### src/rtl/iir_pkg.sv
// ---------------------------------------------------------------------------
// IIR filter package
// Shared constants, register indexes and types of the direct form I filter.
// ---------------------------------------------------------------------------
package iir_pkg;

   localparam int COEF_BITS      = 18;
   localparam int NUM_B_REGS     = 5;
   localparam int NUM_A_REGS     = 3;
   localparam int IN_DEPTH       = 4;
   localparam int OUT_DEPTH      = 3;
   localparam int CSR_INDEX_BITS = 3;

   localparam int DEF_NUM_FEEDFORWARD = 5;
   localparam int DEF_NUM_FEEDBACK    = 3;
   localparam int DEF_SAMPLE_BITS     = 16;
   localparam int DEF_COEF_FRAC_BITS  = 14;

   typedef enum logic [CSR_INDEX_BITS-1:0] {
      REG_COEF_B0 = 3'd0,
      REG_COEF_B1 = 3'd1,
      REG_COEF_B2 = 3'd2,
      REG_COEF_B3 = 3'd3,
      REG_COEF_B4 = 3'd4,
      REG_COEF_A1 = 3'd5,
      REG_COEF_A2 = 3'd6,
      REG_COEF_A3 = 3'd7
   } csr_index_type;

   typedef struct packed {
      logic [NUM_B_REGS-1:0][COEF_BITS-1:0] b;
      logic [NUM_A_REGS-1:0][COEF_BITS-1:0] a;
   } coef_set_type;

   typedef struct packed {
      logic load_in;
      logic advance;
   } pipe_ctrl_type;

endpackage

### src/rtl/iir_coef_regs.sv
// ---------------------------------------------------------------------------
// IIR coefficient registers
// Holds the feedforward and feedback coefficients written through the CSR port.
// ---------------------------------------------------------------------------
module iir_coef_regs
   import iir_pkg::*;
#(
   parameter int COEF_FRAC_BITS = DEF_COEF_FRAC_BITS
) (
   input  logic                      clock,
   input  logic                      reset,
   input  logic                      csr_wr_en,
   input  logic [CSR_INDEX_BITS-1:0] csr_index,
   input  logic [COEF_BITS-1:0]      csr_wdata,
   output coef_set_type              coefs
);
   localparam longint COEF_MAX  = (longint'(1) << (COEF_BITS - 1)) - 1;
   localparam longint UNITY     = longint'(1) << COEF_FRAC_BITS;
   localparam logic [COEF_BITS-1:0] B0_RESET =
      COEF_BITS'((UNITY > COEF_MAX) ? COEF_MAX : UNITY);
   localparam coef_set_type COEF_RESET = coef_set_type'({
      {((NUM_B_REGS - 1) * COEF_BITS){1'b0}},
      B0_RESET,
      {(NUM_A_REGS * COEF_BITS){1'b0}}
   });

   coef_set_type coefs_ff;
   coef_set_type coefs_in;

   always_comb begin
      coefs_in = coefs_ff;
      if (csr_wr_en) begin
         case (csr_index)
            REG_COEF_B0: coefs_in.b[0] = csr_wdata;
            REG_COEF_B1: coefs_in.b[1] = csr_wdata;
            REG_COEF_B2: coefs_in.b[2] = csr_wdata;
            REG_COEF_B3: coefs_in.b[3] = csr_wdata;
            REG_COEF_B4: coefs_in.b[4] = csr_wdata;
            REG_COEF_A1: coefs_in.a[0] = csr_wdata;
            REG_COEF_A2: coefs_in.a[1] = csr_wdata;
            REG_COEF_A3: coefs_in.a[2] = csr_wdata;
            default:     coefs_in = coefs_ff;
         endcase
      end
   end

   always_ff @(posedge clock) begin
      if (reset) begin
         coefs_ff <= COEF_RESET;
      end else begin
         coefs_ff <= coefs_in;
      end
   end

   assign coefs = coefs_ff;
endmodule

### config.mk
export PLATFORM = sky130hd
export DESIGN_NAME = iir_coef_regs
export DESIGN_NICKNAME = d
export VERILOG_FILES = /design/src/rtl/iir_pkg.sv /design/src/rtl/iir_coef_regs.sv
export SDC_FILE = /design/constraint.sdc
export NUM_CORES = 1
export LEC_CHECK = 0
export BUFFER_PORTS_ARGS = -buffer_cell sky130_fd_sc_hd__buf_2
export CORE_UTILIZATION = 45
export CTS_BUF_LIST = sky130_fd_sc_hd__clkbuf_4
export CTS_CLUSTER_DIAMETER = 60
export DETAILED_ROUTE_END_ITERATION = 6
export GPL_ROUTABILITY_DRIVEN = 0
export PLACE_DENSITY = 0.71
export SLEW_MARGIN = 20
export SYNTH_ARGS = -nofsm -noshare
export SYNTH_HDL_FRONTEND = slang
export SYNTH_SLANG_ARGS = --single-unit
export TNS_END_PERCENT = 50
### constraint.sdc
create_clock -name clock -period 2.1 [get_ports clock]
set_input_delay 0.42 -clock clock [delete_from_list [all_inputs] [get_ports clock]]
set_output_delay 0.42 -clock clock [all_outputs]
set_load 0.01 [all_outputs]
==> summary.txt <==
Outcome
  • Result of the run: completed

Setup path
  • Stages on the worst setup path: 1
  • Crit-path leading delay family: flip-flops
  • Start of the worst register-to-register path: coefs[15]
  • Biggest fanout along the worst timing path: 2
  • Critical-path cell list: buf_2
  • Logic depth of the worst register-to-register path: 2
  • Slowest CP cell: sky130_fd_sc_hd__dfxtp_1
  • Kind of capture point of the worst setup path: output port
  • Type of element launching the critical path: register
  • Origin of the worst setup path: coefs[63]
  • Crit path arrival time: 1.05 ns
  • Worst stage delay on the critical path: around 0.38 ns
  • Type of the worst setup path: reg2out
  • Last element of the critical path: coefs[63]
  • Data required time at the worst endpoint: approximately 1.7 ns
  • Setup slack, reg-to-reg: 1.46 ns
  • Worst path buffer plus inverter count: 1
  • Endpoint of the most critical register-to-register path: coefs[15]

Cells and area
  • Area growth syn-to-layout: 21.2%
  • Max reg flops: between 100 and 150
  • Cell area after layout: about 6900 um2
  • Diodes inserted: 0
  • Proportion of layout cells with a drive suffix above 1: 0.314
  • Number of nets in the final layout: 682

Logic synthesis
  • Synthesized flop and latch total: 144
  • Most frequent cells after synthesis: 161 x sky130_fd_sc_hd__nand2b_1, 144 x sky130_fd_sc_hd__dfxtp_1, 144 x sky130_fd_sc_hd__mux2i_1
  • Cell type with the highest aggregate area in the netlist: sky130_fd_sc_hd__dfxtp_1
  • Net count of the mapped netlist: between 500 and 600
  • Share of synthesized area occupied by flip-flops and latches: 0.509
  • Async set-or-reset flop fraction in the synthesized netlist: 0
  • Average instance area after synthesis: about 11 um2
  • Count of warnings emitted by yosys: 0
  • Synthesized area: 5660 um2
  • Most common flop cell mapped by yosys: sky130_fd_sc_hd__dfxtp_1
  • Number of instances in the synthesized netlist: 511
  • Netlist cell types: 16
  • Top cell type's share of synthesized area: 0.509
  • Number of synthesized flops with an enable pin: 0
  • Cell with the most instances after synthesis: sky130_fd_sc_hd__nand2b_1
  • Largest cells by area after synthesis: sky130_fd_sc_hd__dfxtp_1 51%, sky130_fd_sc_hd__mux2i_1 25%, sky130_fd_sc_hd__nand2b_1 18%

GRT
  • Wire length of the first global-routing pass: approximately 21000 um
  • Residual overflow from global routing: 0
  • Via count of the first global-routing pass: between 4000 and 5000
  • Initial antenna violation count: 0
  • Global-route total usage across every layer: 0.215
  • Maximum number of pins on one net before global-route repair: 61

CTS
  • Clock transition at the registers of the reported paths: about 0.13 ns
  • Clk Latency, worst-skew pair: approximately 0.5 ns
  • Root Buffer Master: sky130_fd_sc_hd__clkbuf_4
  • CTS buffer count: 17
  • Clock buffer depth: 2
  • Number of gates resized after CTS: 0
  • Post-CTS Hold Buffers: 0
  • H-Tree Level Count: 4
  • Count of buffers added by post-CTS timing repair for setup: 0
  • Sink count of the clock tree: around 140
  • CTS tree: built

Detailed routing
  • Per-cell routed wire length: 15.8 um
  • DRC violation count after routing: 0
  • Uppermost routed layer: met4
  • Number of routed nets with antenna violations: 0
  • Routed WL: ~13000 um
  • Wire length on met2: ~6300 um
  • Drt first pass iters: 4
  • Detailed Route Iter0 Violations: 204
  • Met3 WL: about 900 um
  • Routed vias: just over 4000
  • Routed length on met1: slightly below 6000 um
  • Via-to-Cell Ratio: ~4.8

Die
  • Top Ports: roughly 170
  • Initial standard-cell utilization of the core: 0.466
  • Die Y-Extent: 114 um
  • Overall die width: between 100 and 150 um
  • Number of placement rows: 40
  • Total Die Area: between 10000 and 15000 um2
  • Placeable Area: between 10000 and 15000 um2

Timing
  • Maximum frequency from static timing analysis: about 700 MHz
  • Final cycle utilization of the critical path: 0.698
  • Hold slack: between 0.15 and 0.2 ns
  • Final period demand of the worst path: ~1.5 ns
  • Number of pins with negative max-slew slack in the final report: 0
  • Worst relative slew slack: 0.688
  • Final-report hold violation count: 0
  • Number of endpoints failing setup at the final stage: 0
  • Pin slew with the least headroom to its limit: 0.468 ns
  • Total negative slack: 0 ns
  • Final setup skew: 0 ns
  • Setup repair after global routing missed its margin: no

Power
  • Static leakage: approximately 3.7 nW
  • Power density over cell area: 721 nW/um2
  • Peak supply drop: roughly 0.00035 V

Min path
  • Worst Hold Class: in2reg

Placed design
  • Detail Placement HPWL: between 9000 and 10000 um
  • DP Area: 6580 um2
  • Number of I/O port buffers: ~170

Flow run
  • Max-capacitance violation count: 0
metrics by stage:
| step | util | power [mW] | instances | setup slack, ns |
|---|---|---|---|---|
| final | 0.564 | 4.95 | 839 | 0.634 |
| after global routing | 0.564 | 5.19 | 839 | 0.519 |
| after CTS | 0.564 | 5.03 | 839 | 0.569 |
| after detailed placement | 0.541 | 3.28 | 807 | 0.395 |
| after global placement | 0.541 | 3.27 | 807 | 0.505 |
| after floorplan | - | 3.13 | 511 | 0.604 |
cell usage in the layout, fill, tap and decap left out:
cell type,n
sky130_fd_sc_hd__nor2_1,2
sky130_fd_sc_hd__nand4b_1,3
sky130_fd_sc_hd__nor4b_1,1
sky130_fd_sc_hd__or4b_1,1
sky130_fd_sc_hd__buf_12,1
sky130_fd_sc_hd__clkinv_2,1
sky130_fd_sc_hd__and4bb_2,1
sky130_fd_sc_hd__clkinv_4,4
sky130_fd_sc_hd__buf_2,166
sky130_fd_sc_hd__clkinv_1,1
sky130_fd_sc_hd__inv_6,2
sky130_fd_sc_hd__bufinv_16,2
sky130_fd_sc_hd__buf_4,12
sky130_fd_sc_hd__nand2b_1,161
sky130_fd_sc_hd__nand4bb_1,2
sky130_fd_sc_hd__dfxtp_1,144
sky130_fd_sc_hd__nand4_1,1
sky130_fd_sc_hd__clkbuf_4,20
sky130_fd_sc_hd__mux2i_1,144
sky130_fd_sc_hd__clkinvlp_4,2
worst min path at each step:
stage / startpoint / end / slack [ns] / cells past startpoint
floorplan: coefs[54] / coefs[54] / 0.49 / 2
global placement: coefs[75] / coefs[75] / 0.46 / 2
detailed placement: coefs[93] / coefs[93] / 0.46 / 2
CTS: csr_wdata[14] / coefs[68] / 0.12 / 3
global route: csr_wdata[14] / coefs[68] / 0.13 / 3
finish: csr_wdata[14] / coefs[68] / 0.18 / 3
logic make-up (layout without fill, tap and decap cells):
family	Yosys count	count (layout)	synth area share
buf+inv	51	211	0.0422
flops	144	144	0.509
mux	144	144	0.254
simple gates	172	172	0.194
where the power goes:
group          total (mW)  switching (mW)  internal [mW]
registers            2.82          0.0315           2.79
logic               0.388           0.214          0.174
clock network        1.74           0.985          0.755
total                4.95            1.23           3.72
routing by layer:
layer | up-vias | GRT usage
met4 | 0 | 0.0623
met1 | 1933 | 0.261
met2 | 128 | 0.356
met3 | 11 | 0.0768
met5 | - | 0
li1 | 1963 | -
layout make-up:
type,count,area [um2]
clock buffers,20,150
multi-input cells,316,2540
clock inverters,12,136
well taps,168,210
flip-flops and latches,144,2880
repair buffers,179,941
fillers,1119,5300
Note: power is estimated with default switching activity, not from simulation.
